File: src/rtl/i2cadc_pkg.sv
package i2cadc_pkg;

  localparam int LEVEL_BITS        = 16;
  localparam int SETTABLE_CHANNELS = 11;
  localparam int CH_BITS           = 4;
  localparam int CH_IDX_BITS       = (SETTABLE_CHANNELS > 1) ? $clog2(SETTABLE_CHANNELS) : 1;
  localparam int QUO_BITS          = 8;
  localparam int CFG_IDX_BITS      = 2;

  localparam logic [CH_BITS-1:0] REF_CHANNEL = 4'd11;

  localparam logic [2:0] OP_START = 3'd0;
  localparam logic [2:0] OP_WRITE = 3'd1;
  localparam logic [2:0] OP_READ  = 3'd2;
  localparam logic [2:0] OP_STOP  = 3'd3;
  localparam logic [2:0] OP_LEVEL = 3'd4;

  localparam logic [CFG_IDX_BITS-1:0] REG_DEVICE_ADDRESS  = 2'd0;
  localparam logic [CFG_IDX_BITS-1:0] REG_EXTERNAL_REF_MV = 2'd1;
  localparam logic [CFG_IDX_BITS-1:0] REG_SUPPLY_MV       = 2'd2;
  localparam logic [CFG_IDX_BITS-1:0] REG_INTERNAL_REF_MV = 2'd3;

  // Outcome of one bus event, handed from the scan control to the sequencer
  typedef struct packed {
    logic                  ack;
    logic                  conv;
    logic [LEVEL_BITS-1:0] level;
    logic [LEVEL_BITS-1:0] ref_mv;
  } scan_res_t;

endpackage

File: src/rtl/i2cadc_scan.sv
module i2cadc_scan (
  input  logic                                  clk,
  input  logic                                  rst,
  input  logic                                  exec,
  input  logic [2:0]                            op,
  input  logic [6:0]                            addr,
  input  logic                                  rd,
  input  logic [7:0]                            byte_in,
  input  logic [i2cadc_pkg::CH_BITS-1:0]        ch,
  input  logic [i2cadc_pkg::LEVEL_BITS-1:0]     mv,
  input  logic                                  cfg_write,
  input  logic [i2cadc_pkg::CFG_IDX_BITS-1:0]   cfg_index,
  input  logic [15:0]                           cfg_data,
  output i2cadc_pkg::scan_res_t                 res
);
  import i2cadc_pkg::*;

  logic [6:0]            device_address;
  logic [LEVEL_BITS-1:0] external_ref_mv;
  logic [LEVEL_BITS-1:0] supply_mv;
  logic [LEVEL_BITS-1:0] internal_ref_mv;

  logic                  selected;
  logic                  reading;
  logic [2:0]            ref_select;
  logic [1:0]            scan_mode;
  logic [CH_BITS-1:0]    chan_select;
  logic [1:0]            latched_scan_mode;
  logic [CH_BITS-1:0]    latched_last_chan;
  logic                  latched_skip_ref;
  logic [CH_BITS-1:0]    scan_position;
  logic [LEVEL_BITS-1:0] levels [SETTABLE_CHANNELS];

  logic                  pin_is_ref;
  logic [LEVEL_BITS-1:0] cur_level;
  logic [CH_BITS-1:0]    step1;
  logic [CH_BITS-1:0]    step2;
  logic [CH_BITS-1:0]    pos_next;

  assign pin_is_ref = ref_select[1];

  always_comb begin
    if (scan_position == REF_CHANNEL) begin
      cur_level = pin_is_ref ? '0 : external_ref_mv;
    end else if (scan_position < CH_BITS'(SETTABLE_CHANNELS)) begin
      cur_level = levels[scan_position[CH_IDX_BITS-1:0]];
    end else begin
      cur_level = '0;
    end
  end

  // in mode 0 wrap at the last channel and skip the ref pin if asked
  always_comb begin
    step1 = (scan_position >= latched_last_chan) ? '0 : scan_position + 1'b1;
    step2 = (step1 >= latched_last_chan) ? '0 : step1 + 1'b1;
    if (latched_scan_mode != 2'd0) begin
      pos_next = latched_last_chan;
    end else if (step1 == REF_CHANNEL && latched_skip_ref) begin
      pos_next = step2;
    end else begin
      pos_next = step1;
    end
  end

  always_comb begin
    res.ack    = 1'b0;
    res.conv   = 1'b0;
    res.level  = cur_level;
    if (ref_select[2]) begin
      res.ref_mv = internal_ref_mv;
    end else if (ref_select[1]) begin
      res.ref_mv = external_ref_mv;
    end else begin
      res.ref_mv = supply_mv;
    end
    case (op)
      OP_START: res.ack  = (addr == device_address);
      OP_WRITE: res.ack  = selected;
      OP_READ:  res.conv = selected && reading;
      default: ;
    endcase
  end

  always_ff @(posedge clk) begin
    if (rst) begin
      device_address  <= 7'd100;
      external_ref_mv <= '0;
      supply_mv       <= LEVEL_BITS'(3300);
      internal_ref_mv <= LEVEL_BITS'(2048);
    end else if (cfg_write) begin
      case (cfg_index)
        REG_DEVICE_ADDRESS:  device_address  <= cfg_data[6:0];
        REG_EXTERNAL_REF_MV: external_ref_mv <= cfg_data[LEVEL_BITS-1:0];
        REG_SUPPLY_MV:       supply_mv       <= cfg_data[LEVEL_BITS-1:0];
        REG_INTERNAL_REF_MV: internal_ref_mv <= cfg_data[LEVEL_BITS-1:0];
        default: ;
      endcase
    end
  end

  always_ff @(posedge clk) begin
    if (rst) begin
      selected          <= 1'b0;
      reading           <= 1'b0;
      ref_select        <= '0;
      scan_mode         <= '0;
      chan_select       <= '0;
      latched_scan_mode <= '0;
      latched_last_chan <= '0;
      latched_skip_ref  <= 1'b0;
      scan_position     <= '0;
      for (int i = 0; i < SETTABLE_CHANNELS; i++) begin
        levels[i] <= '0;
      end
    end else if (exec) begin
      case (op)
        OP_START: begin
          if (addr != device_address) begin
            selected <= 1'b0;
          end else begin
            selected <= 1'b1;
            reading  <= rd;
            if (rd) begin
              latched_scan_mode <= scan_mode;
              latched_last_chan <= chan_select;
              latched_skip_ref  <= pin_is_ref;
              scan_position     <= (scan_mode != 2'd0) ? chan_select : '0;
            end
          end
        end
        OP_WRITE: begin
          if (selected) begin
            if (byte_in[7]) begin
              ref_select <= byte_in[6:4];
            end else begin
              scan_mode   <= byte_in[6:5];
              chan_select <= byte_in[4:1];
            end
          end
        end
        OP_READ: begin
          if (selected && reading) begin
            scan_position <= pos_next;
          end
        end
        OP_STOP: selected <= 1'b0;
        OP_LEVEL: begin
          if (ch < CH_BITS'(SETTABLE_CHANNELS)) begin
            levels[ch[CH_IDX_BITS-1:0]] <= mv;
          end
        end
        default: ;
      endcase
    end
  end

endmodule

File: config.mk
export PLATFORM = sky130hd
export DESIGN_NAME = i2cadc_scan
export DESIGN_NICKNAME = d
export VERILOG_FILES = /design/src/rtl/i2cadc_pkg.sv /design/src/rtl/i2cadc_scan.sv
export SDC_FILE = /design/constraint.sdc
export NUM_CORES = 1
export LEC_CHECK = 0
export CORE_ASPECT_RATIO = 1.2
export CORE_MARGIN = 2
export CORE_UTILIZATION = 40
export CTS_CLUSTER_SIZE = 24
export DETAILED_ROUTE_END_ITERATION = 12
export DONT_BUFFER_PORTS = 1
export GPL_ROUTABILITY_DRIVEN = 0
export GPL_TIMING_DRIVEN = 1
export PLACE_DENSITY = 0.66
export SYNTH_ARGS = -nofsm -noshare
export SYNTH_HDL_FRONTEND = slang
export SYNTH_SLANG_ARGS = --single-unit
File: constraint.sdc
create_clock -name clk -period 3.1 [get_ports clk]
set_input_delay 0.62 -clock clk [delete_from_list [all_inputs] [get_ports clk]]
set_output_delay 0.62 -clock clk [all_outputs]
set_load 0.1 [all_outputs]
### After elaboration in Yosys (flattened, before gate mapping)

Memory sizes are Yosys's and may differ from the RTL's. A register that Yosys moved wholly into a read port is not among the register bits.
Cells that the tools add are included.

* add/subtract/negate cells: 2
* reduce and logical (&&, ||, !) cells: 19
* muxes and demuxes: 30
* bitwise logic cells: 2
* order comparisons: 4
* equality and inequality tests: 14

Operator list (number)
* 2-to-1 mux 16 bit: 6
* 2-to-1 mux 4 bit: 11
* OR reduction 16 bit: 1
* AND reduction 4 bit: 3
* 2-to-1 mux 1 bit: 10
* AND reduction 2 bit: 5
* adder 4 x 1 -> 4 bit, second input constant: 2
* equality test 4 bit, second input constant: 2
* greater-or-equal comparator 4 bit: 2
* < comparator 4 bit, second input constant: 2
* case mux 4 bit (2 select lines): 1
* nonzero test 2 bit: 4
* equality test 7 bit: 1
* inequality test 7 bit: 1
* equality test 3 x 2 -> 1 bit, second input constant: 2
* inequality test 2 bit, second input constant: 3
* AND reduction 5 bit: 1
* equality test 2 bit, second input constant: 2
* case mux 1 bit (2 select lines): 2
* equality test 3 x 1 -> 1 bit, second input constant: 1
* equality test 3 bit, second input constant: 1
* zero test 3 bit: 1
* AND reduction 3 bit: 1
* equality test 2 x 1 -> 1 bit, second input constant: 1
* other kinds (3): 5

* output and inout port bits: 34
* input bits: 61
* bits in writable memories: 176
* flip-flop bits (word level): 77
* memories: 1

Memory list
* levels: depth 11, bits a word 16, rd ports 1, clocked after Yosys merged registers in 1, write ports 11, RTL line i2cadc_scan.sv:32 `logic [LEVEL_BITS-1:0] levels [SETTABLE_CHANNELS];`

### Longest topological paths before layout

Gate-level depths: netlist of the first run.

* word-level depth: 10
* mapped depth: 13
* depth with buffers taken out: 13

### Worst setup path after synthesis of the first run

Ideal clock, no wire load.

* path type: register to output
* from: register (tool-made name)
* to: output res[16] (netlist bit)
* stages on the path, launching flop included: 7
* buffers on the path: 2
* arrival time: 3.522 ns
* path slack: -1.042 ns
* data required time: 2.480 ns
* path through: dfxtp_1 clkbuf_1 clkbuf_1 mux4_2 mux4_2 inv_1 o21ai_0

RTL lines
* end, declared: RTL line i2cadc_scan.sv:14 `output i2cadc_pkg::scan_res_t res`

==> results of run 1 <==
==> layout make-up <==
cell class / instances / area [µm²] / area share
multi-input cells: 761 / 5503 / 0.3112
inverters: 41 / 153.9 / 0.008704
flip-flops and latches: 336 / 9136 / 0.5167
repair buffers: 111 / 1250 / 0.07069
clock inverters: 20 / 162.7 / 0.009199
clock buffers: 42 / 890.9 / 0.05038
well taps: 468 / 585.6 / 0.03312
==> cell usage after synthesis (2+ instances only) <==
cell type / n / share of area
dfxtp_1: 96 / 0.13
and2_1: 4 / 0.0017
nand2b_1: 11 / 0.0048
mux4_2: 80 / 0.12
a21oi_1: 50 / 0.017
nor4_1: 2 / 0.00086
o21ai_0: 28 / 0.0097
nand3b_1: 10 / 0.0052
nand4_1: 2 / 0.00086
nand2_1: 158 / 0.041
o21ai_1: 6 / 0.0021
or2_2: 5 / 0.0022
a211o_1: 5 / 0.0030
a211oi_1: 3 / 0.0016
a21o_1: 2 / 0.0010
buf_1: 4 / 0.0010
nor3_1: 6 / 0.0021
nand3_1: 12 / 0.0041
and3b_1: 2 / 0.0012
inv_1: 41 / 0.011
a31oi_1: 2 / 0.00086
buf_2: 14 / 0.0048
nor2b_1: 6 / 0.0026
clkbuf_1: 43 / 0.011
and3_1: 3 / 0.0013
o41ai_1: 2 / 0.0012
ha_1: 10 / 0.0086
nor2_1: 195 / 0.051
edfxtp_1: 240 / 0.50
mux2i_1: 51 / 0.035
xor2_1: 9 / 0.0054
==> worst reg2reg max path, delay by kind of cell (launching register included) <==
kind / cells / cell delay [ps]
AND/OR/NAND/NOR: 5 / 930
AO/OA/AOI/OAI: 4 / 1160
adder cells (fa/ha/maj): 2 / 460
buffers and inverters: 1 / 90
flip-flops: 1 / 340
==> metal layers <==
layer  global-route usage  routed length [µm]  part of all wire
met2               0.3257               17750              0.51
met3              0.04220                2561             0.074
met4              0.04127                 601             0.017
met1               0.2365               13920              0.40
met5                    0                   0                 0
==> sequential cells by signal, summed over array words and instances, names as in the netlist, 4 cells and up, named ones only <==
| signal | flops |
|---|---|
| chan_select | 4 |
| device_address | 7 |
| external_ref_mv | 16 |
| internal_ref_mv | 16 |
| latched_last_chan | 4 |
| levels | 256 |
| scan_position | 4 |
| supply_mv | 16 |
==> power groups by stage <==
stage	clock, mW	combinational [mW]	sequential (mW)
global route	4.18	0.569	5.06
CTS	3.99	0.529	5.05
floorplan	0	0.381	5.12
finish	3.92	0.536	5.05
detailed placement	0	0.523	5.14
global placement	0	0.518	5.13
==> cell usage in the layout, fill, tap and decap left out, types with 3 or more instances in the layout <==
cell and n:
mux2i_1 51, nand2_1 156, nand3b_1 10, buf_12 23
dfxtp_1 92, nor2b_1 5, inv_1 27, o21ai_2 32
buf_8 4, a211o_1 5, dfxtp_2 3, clkinv_1 7
buf_4 78, clkbuf_16 36, nor2_1 194, clkbuf_1 7
inv_2 14, conb_1 80, and3_1 3, mux4_2 80
and2_1 3, a21oi_1 49, nor3_1 4, edfxtp_1 240
nand3_1 12, nand2b_1 10, ha_1 4, ha_4 4
clkinv_2 7, buf_16 3, or2_2 4, xor2_1 9
==> repair_timing <==
action,CTS,global route
gates cloned,3,2
setup buffers,8,3
gates resized for setup,28,32
setup endpoints to repair,20,22
pin swaps,8,9
==> per-stage QoR <==
| step | cell area [µm²] | TNS, ps | worst slack, ps |
|---|---|---|---|
| floorplan | 14830 | -285.6 | -285.6 |
| global placement | 16200 | -286.9 | -88.05 |
| detailed placement | 16200 | -532.7 | -173.0 |
| CTS | 17510 | -2414 | -175.5 |
| global route | 17680 | -3249 | -232.2 |
| finish | 17680 | -1918 | -187.1 |
==> path summary, 6_finish.rpt <==
kind,startpoint,to,cells after the start
max,register,res[17],7
min,rst,device_address[1],1
max reg2reg,latched_last_chan[1],register,12
min reg2reg,internal_ref_mv[5],internal_ref_mv[5],2
==> cell families after synthesis <==
kind of cell,Yosys count
buffers and inverters,103
DFF,336
AOI/OAI and AO/OA,107
other,1
adders and majority gates,10
muxes,131
xor gates and xnor gates,9
and+or+nand+nor,424
==> impl_metrics.json, run 1 <==
{
  "layout.nets": 1356,
  "die_h_um": 212.4,
  "yosys_register_bits": 336,
  "leak_nw": 6.178,
  "path_clk_slew_ps": 60,
  "switching_share": 0.2201,
  "post-route-min-period_ps": 3287,
  "setup_viol_count_final": 16,
  "buffer_levels_on_the_longest_clock_path": 3,
  "yosysWarningCount": 0,
  "failed_checks": "setup timing",
  "nFillCells": 3097,
  "count_of_flip_flops_with_a_built_in_enable_after_synthesis": 240,
  "grt_first_pass_wirelength_mm": 53.45,
  "remaining_routing_drc_violations": 0,
  "synthCells": 1121,
  "synth_compound_gate_area_share": 0.04348,
  "synth-async-reset-ratio": 0,
  "design.die.area_um2": 37730,
  "placeableCoreArea_um2": 35750,
  "seq_power_share": 0.531,
  "gr-total-overflow": 0,
  "total_power_mw": 9.500,
  "synth_top_family_by_area": "multiplexers",
  "htree_num_levels": 2,
  "initial_core_util": 0.4049,
  "post-route-period-util": 1.060,
  "synth_sequential_area_ratio": 0.6307,
  "worstSetupEndpointType": "output port",
  "critical_path.max_stage_delay_ps": 560,
  "worst-slew-pin-transition_ps": 775.4,
  "vias": 9291,
  "crit_type": "reg2out",
  "antenna_violations_before_repair": 0,
  "global_route.usage.total": 0.1866,
  "final_antenna_diode_count": 0,
  "grt_pass1_vias": 9466,
  "yosysUniqueCellTypes": 50,
  "synthFlopType": "edfxtp_1",
  "grt_setup_unrepaired": "yes",
  "final_cells": 1779,
  "max-slew-margin-rel": 0.4815,
  "timing.critical_path.max_delay_family": "multiplexers",
  "drive_above_1_share": 0.2441,
  "skew_ps": 5.255,
  "synth.mux.area_fraction": 0.1597,
  "synth-simple-area-share": 0.1236,
  "hold_violations": 0,
  "clock_sinks": 336,
  "count_of_buffer_and_inverter_cells_on_the_critical_path": 4,
  "vias_per_cell": 5.223,
  "r2r_setup_slack_ps": 50,
  "p_switching_mw": 2.091,
  "p_comb_frac": 0.056,
  "dpl.cell_count": 1702,
  "crit_path_cell_trace": "buf_4 -> buf_12 -> mux4_2 -> mux4_2 -> inv_1 -> o21ai_2 -> buf_12",
  "cap_violations": 0,
  "power_report.internal_total_mw": 7.409,
  "drt-total-wl_mm": 34.83,
  "pwr-share-clk": 0.412,
  "critical_path_required_ps": 2480,
  "clock_buffers_created_by_tritoncts": 34,
  "outcome": "finished, violations left",
  "drt.antenna.violating_nets": 0,
  "synth_area_per_cell_um2": 12.91,
  "clk_latency_ps": 530,
  "final_core_utilization": 0.4945,
  "timing.critical_path.arrival_ps": 2670,
  "synth_xor_area_frac": 0.005446,
  "clk_root_buffer_cell": "clkbuf_16",
  "detail_route.wl_per_cell_um": 19.58,
  "startpoint_type": "register",
  "synth_adder_area_share": 0.008644,
  "die-width_um": 177.7,
  "syn_to_final_growth_pct": 22.15,
  "port_buffers": 0,
  "synth_area_um2": 14480,
  "setup_slack_ps": -187.1,
  "detailed_placement_hpwl_mm": 22.52,
  "number_of_max_slew_violations_in_the_final_report": 0,
  "std_cell_rows": 76,
  "initialDrtViolationCount": 832,
  "top_level_ports": 95,
  "hold_buffers": 0,
  "path_max_fanout": 7,
  "tritoncts": "built",
  "worst_hold_slack_ps": 159.5,
  "vdd.ir_drop.worst_mv": 0.3681,
  "firstDrtPassIters": 5,
  "worst_hold_check_path_type": "in2reg",
  "power.density_cell_area_nw_per_um2": 537.3,
  "fmax_ghz": 0.3042,
  "grt_start_max_net_pins": 105,
  "timing.critical_path.slowest_stage_cell": "mux4_2"
}
No activity file was read; power rests on OpenSTA's default activity.
==> run 2, diff against run 1 <==
==> constraint.sdc (replaced) <==
create_clock -name clk -period 3.1 [get_ports clk]
set_input_delay 0.155 -clock clk [delete_from_list [all_inputs] [get_ports clk]]
set_output_delay 0.155 -clock clk [all_outputs]
set_load 0.1 [all_outputs]
==> run 2 against run 1 <==
  * The flow now finishes without violations
  * Worst hold slack lost 140 ps
  * Sequential share of layout area grew 0.39 points
  * Design area shrank 0.76%
  * First-iteration DRC count grew 7.5%
  * Die area is the same
  * Power grew 1.7%
  * Utilization shrank 0.38 points
  * Critical path depth grew 7
  * Via count grew 0.46%
  * Non-clock buffer count grew 4
  * Clock power grew 4%
  * Largest cell class unchanged
  * Highest routed layer is now met5
==> impl_metrics.json, run 2 (synthesis results as in run 1) <==
{
  "drt-total-wl_mm": 34.37,
  "placement.setup.worst_slack_ps": -132.7,
  "firstDrtPassIters": 5,
  "mostFrequentLayoutCell": "edfxtp_1",
  "die-width_um": 177.7,
  "grt_start_max_net_pins": 95,
  "path_max_fanout": 4,
  "port_buffers": 0,
  "skew_ps": 6.534,
  "grt_setup_unrepaired": "yes",
  "placeableCoreArea_um2": 35750,
  "clock_sinks": 336,
  "grt_first_pass_wirelength_mm": 53.10,
  "worst_hold_check_path_type": "in2reg",
  "die_h_um": 212.4,
  "tritoncts": "built",
  "std_cell_rows": 76,
  "layout.nets": 1361,
  "max-slew-margin-rel": 0.1835,
  "initial_core_util": 0.4049,
  "remaining_routing_drc_violations": 0,
  "crit_type": "reg2reg",
  "finalSetupTns_ps": 0,
  "cap_violations": 0,
  "vdd.ir_drop.worst_mv": 0.2988,
  "clock_buffers_created_by_tritoncts": 35,
  "nFillCells": 3131,
  "buffer_levels_on_the_longest_clock_path": 3,
  "htree_num_levels": 2,
  "detailed_placement_hpwl_mm": 22.47,
  "leak_nw": 6.115,
  "hold_violations": 0,
  "grt_pass1_vias": 9342,
  "post-route-period-util": 0.9729,
  "drive_above_1_share": 0.2114,
  "timing.critical_path.arrival_ps": 3450,
  "setup_slack_ps": 84.00,
  "global_route.usage.total": 0.1844,
  "power.density_cell_area_nw_per_um2": 550.6,
  "drt.antenna.violating_nets": 0,
  "multi_input_comb_area_um2": 5498,
  "antenna_violations_before_repair": 2,
  "top_level_ports": 95,
  "path_clk_slew_ps": 60,
  "clk_latency_ps": 510,
  "syn_to_final_growth_pct": 21.22,
  "number_of_max_slew_violations_in_the_final_report": 0,
  "worstSetupEndpointType": "register",
  "outcome": "finished clean",
  "clk_root_buffer_cell": "clkbuf_16",
  "critical_path_required_ps": 3530,
  "timing.critical_path.slowest_stage_cell": "or4_1",
  "detail_route.wl_per_cell_um": 19.26,
  "crit_path_cell_trace": "inv_4 -> ha_4 -> nand2b_4 -> a2111oi_4 -> or2_4 -> buf_6 -> and2_4 -> buf_4 -> ha_4 -> nand2_2 -> a211o_1 -> or4_1 -> a211o_1 -> a21oi_2",
  "mostFrequentLayoutCells": "edfxtp_1, nor2_1, nand2_1",
  "gr-total-overflow": 0,
  "vias": 9334,
  "design.die.area_um2": 37730,
  "startpoint_type": "register",
  "largest_register_ffs": 256,
  "fmax_ghz": 0.3316,
  "critical_path.max_stage_delay_ps": 480,
  "setup_viol_count_final": 0,
  "worst-slew-pin-transition_ps": 1225,
  "registers.top_by_ff_count": "levels",
  "vias_per_cell": 5.232,
  "initialDrtViolationCount": 894,
  "post-route-min-period_ps": 3016,
  "final-seq-area_um2": 9135
}
-- run 2: cell count changes in the layout (fill, tap and decap cells not counted), sizes merged --
cell | before | now
dlygate4sd3 | 0 | 29
clkinv | 15 | 9
clkbuf | 44 | 49
clkinvlp | 1 | 0
buf | 109 | 86
diode | 0 | 1
-- run 2: per-stage QoR --
stage | area, µm² | total power [mW] | hold slack, ps | instances | utilization
final | 17550 | 9.661 | 22.43 | 1784 | 0.4908
after global routing | 17540 | 9.974 | 28.54 | 1783 | 0.4907
after CTS | 17450 | 9.749 | 12.22 | 1779 | 0.4882
after detailed placement | 15890 | 5.627 | 233.7 | 1681 | 0.4445
after global placement | 15890 | 5.607 | 236.9 | 1681 | 0.4445
after floorplan | 14780 | 5.498 | 272.9 | 1200 | -
-- run 2: critical path, delay by kind of cell (launching register included) --
| family | cells | cell delay [ps] |
|---|---|---|
| flops | 1 | 350 |
| buf+inv | 3 | 260 |
| fa+ha+maj | 2 | 310 |
| compound gates | 4 | 990 |
| simple gates | 5 | 1040 |
-- run 2: layout make-up --
type                       instances  share of cell area
multi-input combinational        761              0.3133
antenna                            1           0.0001426
sequential                       336              0.5206
tap                              468             0.03337
clock inverter                    13            0.007202
timing repair buffer             115             0.06040
inverter                          41            0.008913
clock buffer                      49             0.05605
-- run 2: worst paths after layout --
kind,startpoint,end,slack (ps),depth (start not counted)
worst max-delay path,scan_position[0],register,80,14
worst min-delay path,rst,levels[5][5],20,1
worst max register to register,scan_position[0],register,80,14
worst min register to register,supply_mv[12],supply_mv[12],450,2
-- run 2: power by group --
part,internal [mW],switching [mW]
Combinational,0.176,0.372
Sequential,4.99,0.0571
Clock,2.39,1.67
Total,7.56,2.10
-- run 2: routing by layer --
metal | vias up | wire length (µm) | global-route usage
met5 | - | 8 | 0
met4 | 2 | 552 | 0.04551
met3 | 39 | 2697 | 0.03988
met2 | 326 | 16690 | 0.3029
met1 | 4660 | 14420 | 0.2499
li1 | 4307 | - | -
-- run 2: repair_timing --
| item | in CTS | in global routing |
|---|---|---|
| pin swaps | 7 | 6 |
| hold buffers | 30 | 0 |
| gates resized for setup | 11 | 9 |
| setup endpoints to repair | 11 | 6 |
| endpoints found under the hold margin | 99 | 0 |
| buffers inserted | 6 | 4 |
